<file path="src/hw/rtl/wfe_pkg.sv">
// Shared types and constants for the LED frame encoder with hue conversion.
// No dependencies; imported by wfe_hue, wfe_store and the top level.
`default_nettype none

package wfe_pkg;

   // Default size of the colour store.
   localparam int MAX_LEDS_DEFAULT = 16;

   // Fixed field widths.
   localparam int DUTY_W  = 8;
   localparam int LATCH_W = 10;
   localparam int COUNT_W = 5;
   localparam int HUE_W   = 12;
   localparam int COLOUR_W = 24;
   localparam int BITPTR_W = 5;
   localparam int CSR_IDX_W = 8;
   localparam int CSR_DATA_W = 16;

   // Register reset values.
   localparam logic [DUTY_W-1:0]  HIGH_DUTY_RESET   = 8'd30;
   localparam logic [DUTY_W-1:0]  LOW_DUTY_RESET    = 8'd15;
   localparam logic [LATCH_W-1:0] LATCH_SLOTS_RESET = 10'd300;
   localparam logic [COUNT_W-1:0] LED_COUNT_RESET   = 5'd9;

   // Position of the first bit sent for each LED.
   localparam logic [BITPTR_W-1:0] BIT_TOP = 5'd23;

   // Request operation codes.
   localparam logic [1:0] OP_SET_RGB = 2'd0;
   localparam logic [1:0] OP_SET_HUE = 2'd1;
   localparam logic [1:0] OP_START   = 2'd2;
   localparam logic [1:0] OP_TICK    = 2'd3;

   // Configuration register indexes.
   localparam logic [CSR_IDX_W-1:0] CSR_HIGH_DUTY   = 8'd0;
   localparam logic [CSR_IDX_W-1:0] CSR_LOW_DUTY    = 8'd1;
   localparam logic [CSR_IDX_W-1:0] CSR_LATCH_SLOTS = 8'd2;
   localparam logic [CSR_IDX_W-1:0] CSR_LED_COUNT   = 8'd3;

   // Hue wheel constants.
   localparam logic [HUE_W-1:0] HUE_WRAP_LIMIT = 12'd1535;
   localparam logic [HUE_W-1:0] HUE_TURN       = 12'd1536;
   localparam logic [7:0]       CHAN_FULL      = 8'd255;

   // One colour as three channels.
   typedef struct packed {
      logic [7:0] red;
      logic [7:0] green;
      logic [7:0] blue;
   } rgb_type;

endpackage

`default_nettype wire

</file>
<file path="src/hw/rtl/wfe_hue.sv">
// Hue to RGB conversion on a 1536-step wheel of six linear ramps.
// Depends on wfe_pkg for the hue constants and the rgb_type struct.
`default_nettype none

module wfe_hue (
   input  wire logic [wfe_pkg::HUE_W-1:0] hue,
   output wfe_pkg::rgb_type               rgb
);
   import wfe_pkg::*;

   logic [HUE_W-1:0] hue_wrapped;
   logic [3:0]       hue_bin;
   logic [7:0]       hue_pos;

   // Fold one turn off the top of the range, then split into ramp and position.
   always_comb begin
      hue_wrapped = (hue > HUE_WRAP_LIMIT) ? hue - HUE_TURN : hue;
      hue_bin     = hue_wrapped[11:8];
      hue_pos     = hue_wrapped[7:0];
   end

   // Each ramp holds one channel full, one ramping and one off; beyond the wheel is white.
   always_comb begin
      rgb = '0;
      case (hue_bin)
         4'd0: begin
            rgb.red   = CHAN_FULL;
            rgb.green = hue_pos;
         end
         4'd1: begin
            rgb.green = CHAN_FULL;
            rgb.red   = CHAN_FULL - hue_pos;
         end
         4'd2: begin
            rgb.green = CHAN_FULL;
            rgb.blue  = hue_pos;
         end
         4'd3: begin
            rgb.blue  = CHAN_FULL;
            rgb.green = CHAN_FULL - hue_pos;
         end
         4'd4: begin
            rgb.blue  = CHAN_FULL;
            rgb.red   = hue_pos;
         end
         4'd5: begin
            rgb.red   = CHAN_FULL;
            rgb.blue  = CHAN_FULL - hue_pos;
         end
         default: begin
            rgb.red   = CHAN_FULL;
            rgb.green = CHAN_FULL;
            rgb.blue  = CHAN_FULL;
         end
      endcase
   end

endmodule

`default_nettype wire

</file>
<file path="src/hw/rtl/wfe_store.sv">
// Per-LED colour store: one write port, one read port with registered data.
// Depends on wfe_pkg for the colour width; entries never written read as zero.
`default_nettype none

module wfe_store #(
   parameter int MAX_LEDS = wfe_pkg::MAX_LEDS_DEFAULT,
   localparam int PW = (MAX_LEDS > 1) ? $clog2(MAX_LEDS) : 1
) (
   input  wire logic                          clock,
   input  wire logic                          reset,
   input  wire logic                          wr_en,
   input  wire logic [PW-1:0]                 wr_addr,
   input  wire logic [wfe_pkg::COLOUR_W-1:0]  wr_data,
   input  wire logic                          rd_en,
   input  wire logic [PW-1:0]                 rd_addr,
   output logic      [wfe_pkg::COLOUR_W-1:0]  rd_data
);
   import wfe_pkg::*;

   logic [COLOUR_W-1:0] mem [MAX_LEDS];
   logic [MAX_LEDS-1:0] valid_ff;
   logic [COLOUR_W-1:0] rd_q_ff;
   logic                rd_hit_ff;

   // Storage array and its registered read port.
   always_ff @(posedge clock) begin
      if (wr_en) begin
         mem[wr_addr] <= wr_data;
      end
      if (rd_en) begin
         rd_q_ff <= mem[rd_addr];
      end
   end

   // One valid bit per entry, so reset empties the store at once.
   always_ff @(posedge clock) begin
      if (reset) begin
         valid_ff  <= '0;
         rd_hit_ff <= 1'b0;
      end else begin
         if (wr_en) begin
            valid_ff[wr_addr] <= 1'b1;
         end
         if (rd_en) begin
            rd_hit_ff <= valid_ff[rd_addr];
         end
      end
   end

   // An entry that has never been written reads as black.
   assign rd_data = rd_hit_ff ? rd_q_ff : '0;

endmodule

`default_nettype wire

</file>
<file path="src/hw/rtl/ws2812_frame_encoder_with_hue_core.sv">
// Frame encoder for a chain of serial RGB LEDs. Set requests write one LED's colour, either as
// RGB or from a hue, into a store held in GRB order; a start request opens a frame and every
// tick request returns one PWM slot: latch_slots zero slots, 24 slots per LED, MSB first, then
// latch_slots zero slots, with last on the final one. One request is accepted in every clock
// cycle unless the skid stage is full while the response is stalled. The frame counters advance
// at a tick's acceptance while the store is read, and the duty is formed from the read data as
// the skid entry moves into the response register. A skid stage lets one further request in
// while a response waits. Configuration writes are taken at any time, also during a frame, and
// are meant to be issued while no tick is still waiting for its response.
// Depends on wfe_pkg, wfe_hue and wfe_store.
`default_nettype none

module ws2812_frame_encoder_with_hue_core #(
   parameter int MAX_LEDS = wfe_pkg::MAX_LEDS_DEFAULT
) (
   input  wire logic                            clock,
   input  wire logic                            reset,
   // request channel
   input  wire logic                            req_valid,
   output logic                                 req_stall,
   input  wire logic [1:0]                      req_op,
   input  wire logic [3:0]                      req_led_index,
   input  wire logic [7:0]                      req_red,
   input  wire logic [7:0]                      req_green,
   input  wire logic [7:0]                      req_blue,
   input  wire logic [wfe_pkg::HUE_W-1:0]       req_hue,
   // response channel
   output logic                                 rsp_valid,
   input  wire logic                            rsp_stall,
   output logic      [wfe_pkg::DUTY_W-1:0]      rsp_duty,
   output logic                                 rsp_active,
   output logic                                 rsp_last,
   // configuration channel
   input  wire logic                            csr_valid,
   output logic                                 csr_ready,
   input  wire logic [wfe_pkg::CSR_IDX_W-1:0]   csr_index,
   input  wire logic [wfe_pkg::CSR_DATA_W-1:0]  csr_wdata
);
   import wfe_pkg::*;

   localparam int PW  = (MAX_LEDS > 1) ? $clog2(MAX_LEDS) : 1;
   localparam int NW  = $clog2(MAX_LEDS + 1);
   localparam int CW  = (NW > COUNT_W) ? NW : COUNT_W;
   localparam int IXW = $clog2(MAX_LEDS + 1) + 4;

   typedef enum logic [1:0] {
      PH_IDLE,
      PH_LEAD,
      PH_DATA,
      PH_TRAIL
   } phase_type;

   // Configuration registers.
   logic [DUTY_W-1:0]  high_duty_ff;
   logic [DUTY_W-1:0]  low_duty_ff;
   logic [LATCH_W-1:0] latch_slots_ff;
   logic [COUNT_W-1:0] led_count_ff;

   // Frame sequencer.
   phase_type          phase_ff, phase_in;
   logic [LATCH_W-1:0] slot_ff, slot_in;
   logic [PW-1:0]      led_ff, led_in;
   logic [BITPTR_W-1:0] bit_ff, bit_in;

   // Skid stage that meets the store read data.
   logic                a_valid_ff;
   logic                a_data_ff;
   logic                a_active_ff;
   logic                a_last_ff;
   logic [BITPTR_W-1:0] a_bit_ff;

   // Response register.
   logic               rsp_valid_ff;
   logic [DUTY_W-1:0]  rsp_duty_ff;
   logic               rsp_active_ff;
   logic               rsp_last_ff;

   logic               req_fire;
   logic               tick_fire;
   logic               a_move;
   logic               slot_active, slot_last, slot_data;
   logic [LATCH_W-1:0] slot_next;
   logic [CW-1:0]      frame_leds;
   logic [CW-1:0]      led_next_ext;
   logic               led_is_final;

   logic               wr_en;
   logic [PW-1:0]      wr_addr;
   logic [COLOUR_W-1:0] wr_data;
   logic               idx_in_range;
   rgb_type            hue_rgb;
   logic [COLOUR_W-1:0] rd_word;
   logic               rd_bit;

   // Handshakes: the skid stage frees when the response register can take its content.
   assign a_move    = !rsp_valid_ff || !rsp_stall;
   assign req_stall = a_valid_ff && !a_move;
   assign req_fire  = req_valid && !req_stall;
   assign tick_fire = req_fire && (req_op == OP_TICK);
   assign csr_ready = 1'b1;

   // Configuration writes; indexes beyond the list are dropped.
   always_ff @(posedge clock) begin
      if (reset) begin
         high_duty_ff   <= HIGH_DUTY_RESET;
         low_duty_ff    <= LOW_DUTY_RESET;
         latch_slots_ff <= LATCH_SLOTS_RESET;
         led_count_ff   <= LED_COUNT_RESET;
      end else if (csr_valid && csr_ready) begin
         case (csr_index)
            CSR_HIGH_DUTY:   high_duty_ff   <= csr_wdata[DUTY_W-1:0];
            CSR_LOW_DUTY:    low_duty_ff    <= csr_wdata[DUTY_W-1:0];
            CSR_LATCH_SLOTS: latch_slots_ff <= csr_wdata[LATCH_W-1:0];
            CSR_LED_COUNT:   led_count_ff   <= csr_wdata[COUNT_W-1:0];
            default: ;
         endcase
      end
   end

   // Number of LEDs in a frame, clamped to the store size and at least one.
   always_comb begin
      frame_leds = CW'(led_count_ff);
      if (frame_leds == '0) begin
         frame_leds = CW'(1);
      end else if (frame_leds > CW'(MAX_LEDS)) begin
         frame_leds = CW'(MAX_LEDS);
      end
      led_next_ext = CW'(led_ff) + CW'(1);
      led_is_final = (led_next_ext >= frame_leds);
      slot_next    = slot_ff + LATCH_W'(1);
   end

   // Sequencer next state, evaluated for an accepted start or tick.
   always_comb begin
      phase_in    = phase_ff;
      slot_in     = slot_ff;
      led_in      = led_ff;
      bit_in      = bit_ff;
      slot_active = 1'b0;
      slot_last   = 1'b0;
      slot_data   = 1'b0;
      if (req_fire && (req_op == OP_START)) begin
         if (phase_ff == PH_IDLE) begin
            slot_in  = '0;
            led_in   = '0;
            bit_in   = BIT_TOP;
            phase_in = (latch_slots_ff != '0) ? PH_LEAD : PH_DATA;
         end
      end else if (tick_fire) begin
         case (phase_ff)
            PH_LEAD: begin
               slot_active = 1'b1;
               slot_in     = slot_next;
               if (slot_next >= latch_slots_ff) begin
                  slot_in  = '0;
                  phase_in = PH_DATA;
               end
            end
            PH_DATA: begin
               slot_active = 1'b1;
               slot_data   = 1'b1;
               if (bit_ff == '0) begin
                  bit_in = BIT_TOP;
                  if (led_is_final) begin
                     led_in  = '0;
                     slot_in = '0;
                     if (latch_slots_ff == '0) begin
                        slot_last = 1'b1;
                        phase_in  = PH_IDLE;
                     end else begin
                        phase_in = PH_TRAIL;
                     end
                  end else begin
                     led_in = led_ff + PW'(1);
                  end
               end else begin
                  bit_in = bit_ff - BITPTR_W'(1);
               end
            end
            PH_TRAIL: begin
               slot_active = 1'b1;
               slot_in     = slot_next;
               if (slot_next >= latch_slots_ff) begin
                  slot_last = 1'b1;
                  slot_in   = '0;
                  led_in    = '0;
                  bit_in    = BIT_TOP;
                  phase_in  = PH_IDLE;
               end
            end
            default: ;
         endcase
      end
   end

   // Sequencer registers.
   always_ff @(posedge clock) begin
      if (reset) begin
         phase_ff <= PH_IDLE;
         slot_ff  <= '0;
         led_ff   <= '0;
         bit_ff   <= BIT_TOP;
      end else begin
         phase_ff <= phase_in;
         slot_ff  <= slot_in;
         led_ff   <= led_in;
         bit_ff   <= bit_in;
      end
   end

   // Store writes from set requests; indexes past the store are ignored.
   wfe_hue u_hue (
      .hue (req_hue),
      .rgb (hue_rgb)
   );

   always_comb begin
      logic [IXW-1:0] idx_ext;
      idx_ext      = IXW'(req_led_index);
      idx_in_range = (idx_ext < IXW'(MAX_LEDS));
      wr_addr      = idx_ext[PW-1:0];
      wr_en        = req_fire && idx_in_range &&
                     ((req_op == OP_SET_RGB) || (req_op == OP_SET_HUE));
      if (req_op == OP_SET_HUE) begin
         wr_data = {hue_rgb.green, hue_rgb.red, hue_rgb.blue};
      end else begin
         wr_data = {req_green, req_red, req_blue};
      end
   end

   wfe_store #(
      .MAX_LEDS (MAX_LEDS)
   ) u_store (
      .clock   (clock),
      .reset   (reset),
      .wr_en   (wr_en),
      .wr_addr (wr_addr),
      .wr_data (wr_data),
      .rd_en   (tick_fire && slot_data),
      .rd_addr (led_ff),
      .rd_data (rd_word)
   );

   // Skid stage: holds the slot description until its store word has arrived and moved on.
   always_ff @(posedge clock) begin
      if (reset) begin
         a_valid_ff <= 1'b0;
      end else if (tick_fire) begin
         a_valid_ff <= 1'b1;
      end else if (a_move) begin
         a_valid_ff <= 1'b0;
      end
   end

   always_ff @(posedge clock) begin
      if (tick_fire) begin
         a_data_ff   <= slot_data;
         a_active_ff <= slot_active;
         a_last_ff   <= slot_last;
         a_bit_ff    <= bit_ff;
      end
   end

   // Duty for a data slot from the selected colour bit.
   assign rd_bit = rd_word[a_bit_ff];

   // Response register.
   always_ff @(posedge clock) begin
      if (reset) begin
         rsp_valid_ff <= 1'b0;
      end else if (a_move) begin
         rsp_valid_ff <= a_valid_ff;
      end
   end

   always_ff @(posedge clock) begin
      if (a_move && a_valid_ff) begin
         rsp_duty_ff   <= a_data_ff ? (rd_bit ? high_duty_ff : low_duty_ff) : '0;
         rsp_active_ff <= a_active_ff;
         rsp_last_ff   <= a_last_ff;
      end
   end

   assign rsp_valid  = rsp_valid_ff;
   assign rsp_duty   = rsp_duty_ff;
   assign rsp_active = rsp_active_ff;
   assign rsp_last   = rsp_last_ff;

   // The final slot of a frame always returns the sequencer to idle.
   a_last_goes_idle : assert property (@(posedge clock) disable iff (reset)
      (tick_fire && slot_last) |=> (phase_ff == PH_IDLE))
      else $error("sequencer not idle after final slot");

   // While sending data the bit pointer stays within one colour word.
   a_bit_in_word : assert property (@(posedge clock) disable iff (reset)
      (phase_ff == PH_DATA) |-> (bit_ff <= BIT_TOP))
      else $error("bit pointer outside colour word");

   // A held skid entry is not lost while the response side stalls.
   a_skid_holds : assert property (@(posedge clock) disable iff (reset)
      (a_valid_ff && !a_move) |=> (a_valid_ff && $stable(a_bit_ff)))
      else $error("skid entry lost under stall");

   // A last marker is only ever reported on an active slot.
   a_last_is_active : assert property (@(posedge clock) disable iff (reset)
      (rsp_valid_ff && rsp_last_ff) |-> rsp_active_ff)
      else $error("last flagged on an idle slot");

endmodule

`default_nettype wire
</file>
<file path="config.mk">
export PLATFORM = sky130hd
export DESIGN_NAME = ws2812_frame_encoder_with_hue_core
export DESIGN_NICKNAME = d
export VERILOG_FILES = /design/src/hw/rtl/wfe_pkg.sv /design/src/hw/rtl/wfe_hue.sv /design/src/hw/rtl/wfe_store.sv /design/src/hw/rtl/ws2812_frame_encoder_with_hue_core.sv
export SDC_FILE = /design/constraint.sdc
export NUM_CORES = 1
export LEC_CHECK = 0
export BUFFER_PORTS_ARGS = -buffer_cell sky130_fd_sc_hd__buf_2
export CAP_MARGIN = 15
export CORE_MARGIN = 3
export CORE_UTILIZATION = 50
export DETAILED_ROUTE_END_ITERATION = 8
export HOLD_SLACK_MARGIN = 0.15
export PLACE_DENSITY = 0.67
export SYNTH_ARGS = -nofsm -noshare
export SYNTH_HDL_FRONTEND = slang
export SYNTH_HIERARCHICAL = 1
export SYNTH_SLANG_ARGS = --single-unit
</file>
<file path="constraint.sdc">
create_clock -name clock -period 5.2 [get_ports clock]
set_clock_uncertainty 0.2 [all_clocks]
set_input_delay 0 -clock clock [delete_from_list [all_inputs] [get_ports clock]]
set_output_delay 0 -clock clock [all_outputs]
set_load 0.005 [all_outputs]
</file>
; Yosys cells after proc, flatten, opt, wreduce, memory -nomap -nowiden
; Memories as Yosys holds them, arrays and structs flattened. A register that Yosys moved wholly into a read port is not among the register bits.
; Cells that the tools add are included.
; W data, S select, Z words.
[totals]
in_bits = 71
mem_bits_rw = 384
elab_cells = 152
mem_count = 1
output_inout_bits = 13
ff_bits = 89
[mem_list]
columns = memory, words, width, rd, rd_ports_with_merged_regs, wr, line_no
row1 = u_store.mem, 16, 24, 1, 1, 1, wfe_store.sv:20  ; logic [COLOUR_W-1:0] mem [MAX_LEDS];
[op_classes]
eq_ne = 19
n_reduce_logical = 40
mux = 58
add_sub_neg = 6
n_bitwise = 1
n_lt_le_gt_ge = 8
[ops]
columns = op, n
row1 = $pmux W8 S3, 3
row2 = $mux W10, 6
row3 = $mux W24, 2
row4 = $mux W5, 7
row5 = $mux W4, 6
row6 = $pmux W10 S2, 1
row7 = $mux W2, 9
row8 = $eq A8 B2 Y1 const B, 2
row9 = $or A16 B16 Y16, 1
row10 = $mux W1, 15
row11 = $gt A12 B11 Y1 const B, 1
row12 = $mux W12, 1
row13 = $ne A3 B3 Y1 const B, 4
row14 = $sub A12 B11 Y12 const B, 1
row15 = $add A10 B1 Y10 const B, 1
row16 = $ge A10 B10 Y1, 1
row17 = $logic_not A10 Y1, 1
row18 = $logic_not A5 Y1, 2
row19 = $lt A4 B5 Y1 const B, 2
row20 = $pmux W5 S2, 1
row21 = $reduce_and A5 Y1, 2
row22 = $reduce_bool A10 Y1, 1
row23 = $eq A2 B2 Y1 const B, 4
row24 = $eq A4 B2 Y1 const B, 2
row25 = 34 further kinds, 56

; Longest topological paths before layout
; Gate-level depths: netlist (run 1).
[depth]
ltp_word = 10
ltp_mapped = 13
mapped_depth_nobuf = 12

; Modules after synthesis
; Netlist (run 1), hierarchy kept.
[modules_own_cells]
columns = mod, n_inst, area_per_inst_um2, cells_per_inst, seq_area_each_um2
row1 = wfe_store, 1, 16002.8, 673, 12592.1
row2 = ws2812_frame_encoder_with_hue_core, 1, 4176.5, 450, 1621.6
row3 = wfe_hue, 1, 710.7, 90, 0.0

; Least setup slack after synthesis (run 1)
; Ideal clock, no wire load.
[synth_timing]
kind = register to register
start = reg phase_ff[0]
end = reg u_store.rd_hit_ff
slack_ns = 1.399
path_buffers = 0
stages_incl_launch_ff = 9
period_less_slack_ns = 3.801
t_required_ns = 4.921
arrival_time_ns = 3.522
setup_time_ns = 0.079
cell_sequence = dfxtp_1 -> inv_1 -> ha_1 -> inv_1 -> nor3_1 -> or3b_1 -> a221oi_1 -> nor2_1 -> o211ai_1
[synth_between]
elab_chain_cells = 5
[synth_lines]
columns = item, line_no
row1 = "start, declared", ws2812_frame_encoder_with_hue_core.sv:60  ; phase_type phase_ff, phase_in;
row2 = "start signal, assigned", ws2812_frame_encoder_with_hue_core.sv:204  ; phase_ff <= phase_in;
row3 = $eq A2 B2 Y1, ws2812_frame_encoder_with_hue_core.sv:150  ; case (phase_ff)
row4 = $mux W1, ws2812_frame_encoder_with_hue_core.sv:150
row5 = $mux W1, ws2812_frame_encoder_with_hue_core.sv:149  ; end else if (tick_fire) begin
row6 = $mux W1, ws2812_frame_encoder_with_hue_core.sv:142  ; if (req_fire && (req_op == OP_START)) begin
row7 = $logic_and A1 B1 Y1, ws2812_frame_encoder_with_hue_core.sv:239  ; .rd_en (tick_fire && slot_data),
row8 = "end signal, assigned", wfe_store.sv:45  ; rd_hit_ff <= valid_ff[rd_addr];
row9 = "end, declared", wfe_store.sv:23  ; logic rd_hit_ff;
; No other way between the ends.
; A chain may end at the register's enable or synchronous reset.

; Worst setup path after layout (run 1)
[layout_timing]
start = in rsp_stall
end = mem u_store.mem[3][0] (enable)
[layout_between]
elab_chain_cells = 9
[layout_lines]
columns = item, line_no
row1 = "start, declared", ws2812_frame_encoder_with_hue_core.sv:29  ; input wire logic rsp_stall,
row2 = $logic_not A1 Y1, ws2812_frame_encoder_with_hue_core.sv:96  ; assign a_move = !rsp_valid_ff || !rsp_stall;
row3 = $logic_or A1 B1 Y1, ws2812_frame_encoder_with_hue_core.sv:96
row4 = $logic_not A1 Y1, ws2812_frame_encoder_with_hue_core.sv:97  ; assign req_stall = a_valid_ff && !a_move;
row5 = $logic_and A1 B1 Y1, ws2812_frame_encoder_with_hue_core.sv:97
row6 = $logic_not A1 Y1, ws2812_frame_encoder_with_hue_core.sv:98  ; assign req_fire = req_valid && !req_stall;
row7 = $logic_and A1 B1 Y1, ws2812_frame_encoder_with_hue_core.sv:98
row8 = $logic_and A1 B1 Y1, ws2812_frame_encoder_with_hue_core.sv:222  ; wr_en = req_fire && idx_in_range &&
row9 = via wr_en, ws2812_frame_encoder_with_hue_core.sv:87  ; logic wr_en;
row10 = $mux W1, wfe_store.sv:27  ; if (wr_en) begin
row11 = $mux W1 (implied by the code), wfe_store.sv:28  ; mem[wr_addr] <= wr_data;
row12 = "end, declared", wfe_store.sv:20
; The timed path passes the listed nets, and every way through them passes these cells.

==> run summary, run 1 <==
Iteration-0 DRC Markers -> 1333
CTS clk-pin slew, worst paths -> 0.06 ns
Placement Cell Area -> 21990 µm²
Top routing layer in use -> met4
Min-Delay Path Class -> flop to flop
HPWL Detailed -> 27670 µm
Async SR Flop Fraction -> 0%
Worst Max-Slew Pin Slew -> 1.037 ns
Core region area -> 41020 µm²
Final setup TNS -> 0 ns
Detailed-routed wire length on met2 -> 23130 µm
Final number of hold-violating endpoints -> 0
Yosys reg bits -> 497
CP endpoint kind -> flop
Via total after detailed routing -> 11919
Mean routed wirelength per cell -> 24.32 µm
Destination of the worst hold path -> rsp_active
Met3 Routed Length -> 3798 µm
Max Cap Viol -> 0
Clock latency on the worst-skew pair -> 0.60 ns
Reg2Reg Setup Slack -> 1.28 ns
Synthesized area per cell -> 17.22 µm²
Reported net switching power -> 0.001786 W
Post-synth EDFFs -> 426
Buffer cell driving the clock tree root -> sky130_fd_sc_hd__clkbuf_16
First-pass GRT wire length -> 73370 µm
Row Count -> 74
R2r startpoint -> rsp_valid
Final Non-Filler Cells -> 1984
Post-CTS Repair Setup Buffers -> 0
Initial antenna violation count -> 2
VDD IR max -> 283.6 µV
Final routed wirelength across all metal layers -> 48240 µm
Status -> finished, final reports clean
Die H -> 210.4 µm
RSZ-0062 raised after global routing -> no
Sort of element at the start of the critical path -> input pin
Leakage power figure -> 8.232 nW
Summed area of non-filler cells in the final layout -> 24580 µm²
Share of the yosys chip area belonging to registers -> 68.04%
Worst hold path cell count -> 0
Number of sinks driven by the clock tree -> 497
Layout cells sized above 1 -> 25.90%
Highest achievable clock rate -> 236.2 MHz
Die boundary width -> 210.4 µm
Pin count of the biggest net entering global routing -> 86
Die ar. -> 44270 µm²
Arrival @ worst endpoint -> 4.31 ns
Met1 Wirelength -> 19910 µm
Yosys cell types -> 75
Tightest slew margin relative to the limit -> 30.72%
ANT cells -> 0
Drt via density -> 6.008
Fin nets -> 1506
Final Critical Period -> 4.233 ns
Leading cell types in the layout, fill and taps excluded -> sky130_fd_sc_hd__edfxtp_1 (426), sky130_fd_sc_hd__mux4_2 (128), sky130_fd_sc_hd__dlygate4sd3_1 (95)
Critical-path maximum fanout -> 18
Detailed-route DRC error count -> 0
Setup-violating endpoint count in the final report -> 0
Number of instances in the placed design -> 1793
Power per cell area -> 343.5 nW/µm²
First drt pass iteration count -> 7
Most used flip-flop cell after synthesis -> sky130_fd_sc_hd__edfxtp_1
Depth of the most critical reg-to-reg path -> 7
Most common library cell in the layout ignoring fill and taps -> sky130_fd_sc_hd__edfxtp_1
Cell count after synthesis -> 1213
Number of CTS-inserted buffers -> 52
Post-Route Hold Slack -> 0.2322 ns
Switching share of power -> 21.15%
Global routing usage summed across all routing layers -> 22.26%
Signed area change from the synthesized netlist to the final layout -> 17.68%
Starting Density -> 50.93%
Data required time of the worst path -> 5.28 ns
Critical path class -> input pin to flop
Share of power burned in registers -> 52.5%
Clock buffer depth -> 3
Proportion of power drawn by combinational gates -> 5.4%
Internal Dissipation -> 0.006658 W
Source of the worst hold timing path -> a_active_ff
Period Utilization, post-route -> 81.41%
Top-Level Pins -> 84
Total of buffers placed on input and output ports -> 76
Synthesized netlist net count -> 1308
Number of warnings reported in the yosys synthesis log -> 6
Count of final max-slew check failures -> 0
End of the worst register-to-register path -> u_store/mem[3][0]
Final weighted congestion in routability-driven placement -> 0.7983
Power share of the clock group -> 42.1%
Leftover overflow at the end of global routing -> 0
CTS tree -> done
CTS H-tree lvls -> 2
Post-synthesis cell area -> 20890 µm²
Share of the core filled with cells -> 59.94%
Vias in the first global route -> 12064
Antenna viol nets, final -> 0
==> Yosys cell counts (3+ instances only) <==
cell                        count  area share (%)
sky130_fd_sc_hd__nand3b_1       7            0.25
sky130_fd_sc_hd__nand4b_1       5            0.21
sky130_fd_sc_hd__ha_1          24             1.4
sky130_fd_sc_hd__nand2_1       62             1.1
sky130_fd_sc_hd__nor3_1        20            0.48
sky130_fd_sc_hd__nor4_1         4            0.12
sky130_fd_sc_hd__buf_6          5            0.27
sky130_fd_sc_hd__mux4_2       128              14
sky130_fd_sc_hd__o31ai_1        5            0.18
sky130_fd_sc_hd__buf_2         17            0.41
sky130_fd_sc_hd__xor2_1         4            0.17
sky130_fd_sc_hd__nor2b_1        7            0.21
sky130_fd_sc_hd__xnor2_1        6            0.25
sky130_fd_sc_hd__o211ai_1       3            0.11
sky130_fd_sc_hd__o41ai_1        4            0.17
sky130_fd_sc_hd__a221oi_1       3            0.13
sky130_fd_sc_hd__nor2_1        94             1.7
sky130_fd_sc_hd__or4_1          4            0.14
sky130_fd_sc_hd__nand3_1       26            0.62
sky130_fd_sc_hd__edfxtp_1     426              61
sky130_fd_sc_hd__mux2_2        25             1.3
sky130_fd_sc_hd__mux2i_1       34             1.6
sky130_fd_sc_hd__inv_1         28            0.50
sky130_fd_sc_hd__and2_1        25            0.75
sky130_fd_sc_hd__a221o_1       16            0.77
sky130_fd_sc_hd__buf_1          3           0.054
sky130_fd_sc_hd__a211o_1        3            0.13
sky130_fd_sc_hd__o21ai_0       22            0.53
sky130_fd_sc_hd__clkbuf_1      27            0.49
sky130_fd_sc_hd__dfxtp_1       71             6.8
sky130_fd_sc_hd__nor3b_1        3            0.11
sky130_fd_sc_hd__nand2b_1       5            0.15
sky130_fd_sc_hd__a21o_1         4            0.14
sky130_fd_sc_hd__and3_1         4            0.12
sky130_fd_sc_hd__a21oi_1       30            0.72
sky130_fd_sc_hd__nand4_1        4            0.12
sky130_fd_sc_hd__o2111ai_1      8            0.34
==> routing by layer <==
layer	vias to the layer above	global-route usage, %
met1	6061	31.49
met2	507	36.08
li1	5252	-
met5	-	0
met3	99	3.438
met4	0	7.436
==> layout make-up <==
cell class	count	area [µm²]
Clock inverter	27	225.2
Fill cell	2944	16430
Timing Repair Buffer	201	1585
Sequential cell	497	14220
Tap cell	532	665.6
Clock buffer	68	1403
Multi-Input combinational cell	629	6369
Inverter	30	112.6
==> flip-flops by register name (all words and copies together) (netlist names) <==
signal	count
a_active_ff	1
a_bit_ff	5
a_data_ff	1
a_last_ff	1
a_valid_ff	1
bit_ff	5
high_duty_ff	8
latch_slots_ff	10
led_count_ff	5
led_ff	4
low_duty_ff	8
phase_ff	2
rsp_active	1
rsp_duty	8
rsp_last	1
rsp_valid	1
slot_ff	10
u_store/mem	384
u_store/rd_hit_ff	1
u_store/rd_q_ff	24
u_store/valid_ff	16
==> cells by family (layout without fill, tap and decap cells) <==
family | count (synthesis) | count (layout) | share of synthesized area, %
mux | 187 | 187 | 16.78
xor+xnor | 10 | 10 | 0.4192
other cells | 1 | 1 | 0.01795
compound gates | 120 | 120 | 4.366
flops | 497 | 497 | 68.04
simple gates | 287 | 287 | 6.906
fa+ha+maj | 24 | 24 | 1.437
buf+inv | 87 | 326 | 2.036
==> metrics by stage <==
stage	total power, W	setup WS, ns
floorplan	0.004778	1.399
global placement	0.004906	1.565
detailed placement	0.004919	1.429
CTS	0.008503	1.016
global route	0.008714	0.8414
finish	0.008444	0.9667
==> worst max path at each step <==
stage	start	endpoint	slack, ns	cells after the start
floorplan	phase_ff[0]	u_store/rd_hit_ff	1.40	8
global placement	slot_ff[0]	slot_ff[4]	1.57	14
detailed placement	slot_ff[0]	slot_ff[4]	1.43	14
CTS	rsp_stall	u_store/mem[3][0]	1.02	10
global route	rsp_stall	u_store/mem[3][0]	0.84	10
finish	rsp_stall	u_store/mem[3][0]	0.97	10
==> critical path: stages <==
cell	delay [ns]
sky130_fd_sc_hd__dlygate4sd3_1	0.53
sky130_fd_sc_hd__buf_2	0.13
sky130_fd_sc_hd__dlygate4sd3_1	0.58
sky130_fd_sc_hd__nand3_1	0.13
sky130_fd_sc_hd__inv_2	0.10
sky130_fd_sc_hd__nor3b_1	0.52
sky130_fd_sc_hd__or3b_2	0.48
sky130_fd_sc_hd__dlygate4sd3_1	0.72
sky130_fd_sc_hd__nor2_4	0.76
sky130_fd_sc_hd__buf_4	0.35
==> power groups by stage <==
stage | registers (W) | clock network [W] | logic [W]
final | 0.00443 | 0.00355 | 0.000458
after global routing | 0.00444 | 0.00378 | 0.000494
after CTS | 0.00443 | 0.00362 | 0.000454
after detailed placement | 0.00452 | 0 | 0.000402
after global placement | 0.00451 | 0 | 0.000391
after floorplan | 0.00451 | 0 | 0.000270
==> repair_timing <==
item | 4_1_cts | 5_1_grt
hold buffers | 95 | 0
setup endpoints to repair | 0 | 0
endpoints found under the hold margin | 764 | 0
resized for setup | 0 | 0
(Power assumes the default switching activity.)
==> run 2, diff against run 1 <==
--- a/config.mk
+++ b/config.mk
@@ -5,6 +5,7 @@
 export SDC_FILE = /design/constraint.sdc
 export NUM_CORES = 1
 export LEC_CHECK = 0
+export ABC_AREA = 1
 export BUFFER_PORTS_ARGS = -buffer_cell sky130_fd_sc_hd__buf_2
 export CAP_MARGIN = 15
 export CORE_MARGIN = 3
==> constraint.sdc (replaced) <==
create_clock -name clock -period 4.1 [get_ports clock]
set_clock_uncertainty 0.2 [all_clocks]
set_input_delay 0 -clock clock [delete_from_list [all_inputs] [get_ports clock]]
set_output_delay 0 -clock clock [all_outputs]
set_load 0.005 [all_outputs]
==> run summary, run 2 <==
Number of warnings reported in the yosys synthesis log -> 6 (unchanged)
Worst hold path cell count -> 5 (+5)
Clock buffer depth -> 3 (unchanged)
VDD IR max -> 414.8 µV (+46%)
Top-Level Pins -> 84 (unchanged)
Critical-path maximum fanout -> 14 (-4)
Leading cell types in the layout, fill and taps excluded -> sky130_fd_sc_hd__edfxtp_1 (426), sky130_fd_sc_hd__nor2_1 (385), sky130_fd_sc_hd__nand2_1 (244)
Commonest cells post-synth -> sky130_fd_sc_hd__edfxtp_1 (426), sky130_fd_sc_hd__nor2_1 (401), sky130_fd_sc_hd__nand2_1 (244), sky130_fd_sc_hd__o21ai_0 (186), sky130_fd_sc_hd__nand3_1 (168)
CP endpoint kind -> flop
Detailed-routed wire length on met2 -> 26240 µm (+13%)
HPWL Detailed -> 30160 µm (+9.0%)
Regs by FF count -> u_store/mem: 384 flops, u_store/rd_q_ff: 24 flops, u_store/valid_ff: 16 flops
Number of sinks driven by the clock tree -> 497 (unchanged)
Worst Max-Slew Pin Slew -> 1.141 ns (+0.1044 ns)
Top routing layer in use -> met4
Library cell appearing most often on the critical path -> sky130_fd_sc_hd__nand3_1
Antenna viol nets, final -> 0 (unchanged)
Die ar. -> 46100 µm² (+4.1%)
Starting Density -> 51.24% (+0.31 points)
Summed area of non-filler cells in the final layout -> 25470 µm² (+3.6%)
Max Cap Viol -> 0 (unchanged)
Max reg flops -> 384 (unchanged)
Arrival @ worst endpoint -> 4.20 ns (-0.11 ns)
Met1 Wirelength -> 23710 µm (+19%)
Met3 Routed Length -> 4072 µm (+7.2%)
Most common library cell in the layout ignoring fill and taps -> sky130_fd_sc_hd__edfxtp_1
Post-synth EDFFs -> 426 (unchanged)
Detailed-route DRC error count -> 0 (unchanged)
Initial antenna violation count -> 0 (-2)
Stage delay of the slowest cell on the critical path -> 0.55 ns (-0.21 ns)
Iteration-0 DRC Markers -> 1733 (+30%)
Tightest slew margin relative to the limit -> 23.93% (-6.8 points)
CTS tree -> done
Power per cell area -> 437.6 nW/µm² (+27%)
Async SR Flop Fraction -> 0% (unchanged)
Data required time of the worst path -> 4.42 ns (-0.86 ns)
Fillcell total -> 3319 (+13%)
Final routed wirelength across all metal layers -> 55810 µm (+16%)
Layout cells sized above 1 -> 12.39% (-14 points)
Row Count -> 75 (+1.4%)
Placement Cell Area -> 22680 µm² (+3.1%)
Status -> finished, final reports clean
Period Utilization, post-route -> 94.76%
Cell type contributing the most total cell area after synthesis -> sky130_fd_sc_hd__edfxtp_1
Share of the yosys chip area belonging to registers -> 65.26% (-2.8 points)
Post-Route Hold Slack -> 0.2075 ns (-0.02469 ns)
Count of final max-slew check failures -> 0 (unchanged)
Sort of element at the start of the critical path -> flop
Core region area -> 42510 µm² (+3.6%)
Yosys reg bits -> 497 (unchanged)
ANT cells -> 0 (unchanged)
Die boundary width -> 214.7 µm (+2.1%)
Fin nets -> 2283 (+52%)
Critical path class -> flop to flop
Total of buffers placed on input and output ports -> 76 (unchanged)
First-pass GRT wire length -> 86710 µm (+18%)
First drt pass iteration count -> 6 (-1)
Synthesized area per cell -> 10.72 µm² (-38%)
Highest achievable clock rate -> 257.4 MHz
Chain of cells forming the critical path -> inv_1, nor3_2, nand3_1, xor2_1, inv_1, ha_1, a21o_1, nor2_2, nand3_1, nor2_1, nand2_4, nand3_1, dlygate4sd3_1, nand2_1, dlygate4sd3_1, nor2_1
Buffer cell driving the clock tree root -> sky130_fd_sc_hd__clkbuf_16
Leftover overflow at the end of global routing -> 0 (unchanged)
Area of the multi-input gates -> 6625 µm² (+4.0%)
Pin count of the biggest net entering global routing -> 108 (+26%)
CTS clk-pin slew, worst paths -> 0.06 ns (about the same)
Depth of the most critical reg-to-reg path -> 16 (+9)
Number of CTS-inserted buffers -> 50 (-3.8%)
Mean routed wirelength per cell -> 19.90 µm (-18%)
Final weighted congestion in routability-driven placement -> 0.8578 (+7.5%)
Global routing usage summed across all routing layers -> 23.98% (+1.7 points)
Drt via density -> 5.631 (-6.3%)
Final number of hold-violating endpoints -> 0 (unchanged)
Most instantiated library cell after synthesis -> sky130_fd_sc_hd__edfxtp_1
Die H -> 214.7 µm (+2.1%)
Signed area change from the synthesized netlist to the final layout -> 16.96%
Clock latency on the worst-skew pair -> 0.59 ns (about the same)
Min-Delay Path Class -> input pin to flop
Area fraction of the dominant cell type after synthesis -> 58.73% (-2.5 points)
Leakage power figure -> 9.427 nW (+15%)
Register area -> 14220 µm² (unchanged)
Post-synthesis cell area -> 21780 µm² (+4.3%)
Yosys cell types -> 45 (-40%)
Most used flip-flop cell after synthesis -> sky130_fd_sc_hd__edfxtp_1
Vias in the first global route -> 15316 (+27%)
Post-CTS Repair Setup Buffers -> 0 (unchanged)
Setup-violating endpoint count in the final report -> 0 (unchanged)
Cell count after synthesis -> 2032 (+68%)
Top post-synthesis cells by area -> sky130_fd_sc_hd__edfxtp_1 (59%), sky130_fd_sc_hd__nor2_1 (6.9%), sky130_fd_sc_hd__dfxtp_1 (6.5%)
Final Critical Period -> 3.885 ns
CTS H-tree lvls -> 2 (unchanged)
Synthesized netlist net count -> 2127 (+63%)
Via total after detailed routing -> 15795 (+33%)
Register bank with the most flops -> u_store/mem
CP max stage cell -> sky130_fd_sc_hd__dlygate4sd3_1
[run 2: cell types whose count changed in the layout (fill, tap and decap cells not counted), sizes merged, moves of 107 or more]
cell   previous run  this run
nor2             94       409
o21ai            23       219
nand2            62       257
nand3            26       174
mux4            128         0
inv              31       138
[run 2: kinds of logic after synthesis]
| logic type | after synthesis | synth area share (%) |
|---|---|---|
| buffers and inverters | 246 | 4.981 |
| and+or+nand+nor | 858 | 16.66 |
| DFF | 497 | 65.26 |
| xor gates and xnor gates | 12 | 0.4825 |
| AOI/OAI and AO/OA | 370 | 9.984 |
| muxes | 24 | 1.241 |
| adders and majority gates | 24 | 1.379 |
| other | 1 | 0.01722 |
[run 2: final cells by class]
cell class	count	share of cell area (%)
timing repair buffer	211	6.503
clock inverter	32	1.616
tap	577	2.834
inverter	139	2.068
sequential	497	55.83
multi-input combinational	1289	26.01
clock buffer	60	5.138
[run 2: repair_timing]
action | in CTS | in global routing
setup endpoints to repair | 0 | 2
hold buffers | 104 | 2
endpoints found under the hold margin | 680 | 5
resized for setup | 0 | 4
[run 2: where the power goes]
group | leakage (nW) | switching (W) | internal, W | total [W]
sequential | 4.49 | 0.0000211 | 0.00561 | 0.00563
clock | 0.835 | 0.00191 | 0.00285 | 0.00476
combinational | 4.10 | 0.000509 | 0.000243 | 0.000753
[run 2: per-layer routing]
layer	GRT usage (%)	vias up
met5	0	-
met4	7.807	0
met3	3.616	139
met2	39.27	680
met1	33.18	7584
li1	-	7392
[run 2: per-stage QoR]
stage	power, W	setup TNS, ns	std cells	utilization, %	worst slack, ns
5_1_grt	0.01151	-0.05409	2805	59.93	-0.05409
3_3_place_gp	0.006396	0	2608	53.36	1.154
2_1_floorplan	0.006180	0	2032	-	0.9020
6_report	0.01115	0	2805	59.93	0.2148
4_1_cts	0.01123	0	2804	59.86	0.02843
3_5_place_dp	0.006412	0	2608	53.36	1.095
[run 2: worst paths after layout]
check             startpoint                  to  slack [ns]
setup / recovery  slot_ff[3]           bit_ff[3]        0.21
hold / removal    req_hue[8]  u_store/mem[6][12]        0.21
setup reg to reg  slot_ff[3]           bit_ff[3]        0.21
hold reg to reg    a_last_ff            rsp_last        0.22
[run 2: worst max-delay path: cells and delay by family (launching register included)]
family                   cells  cell delay [ns]
AND/OR/NAND/NOR              9             1.38
buffers and inverters        4             1.25
flip-flops                   1             0.36
XOR/XNOR                     1             0.15
AO/OA/AOI/OAI                1             0.19
adder cells (fa/ha/maj)      1             0.29
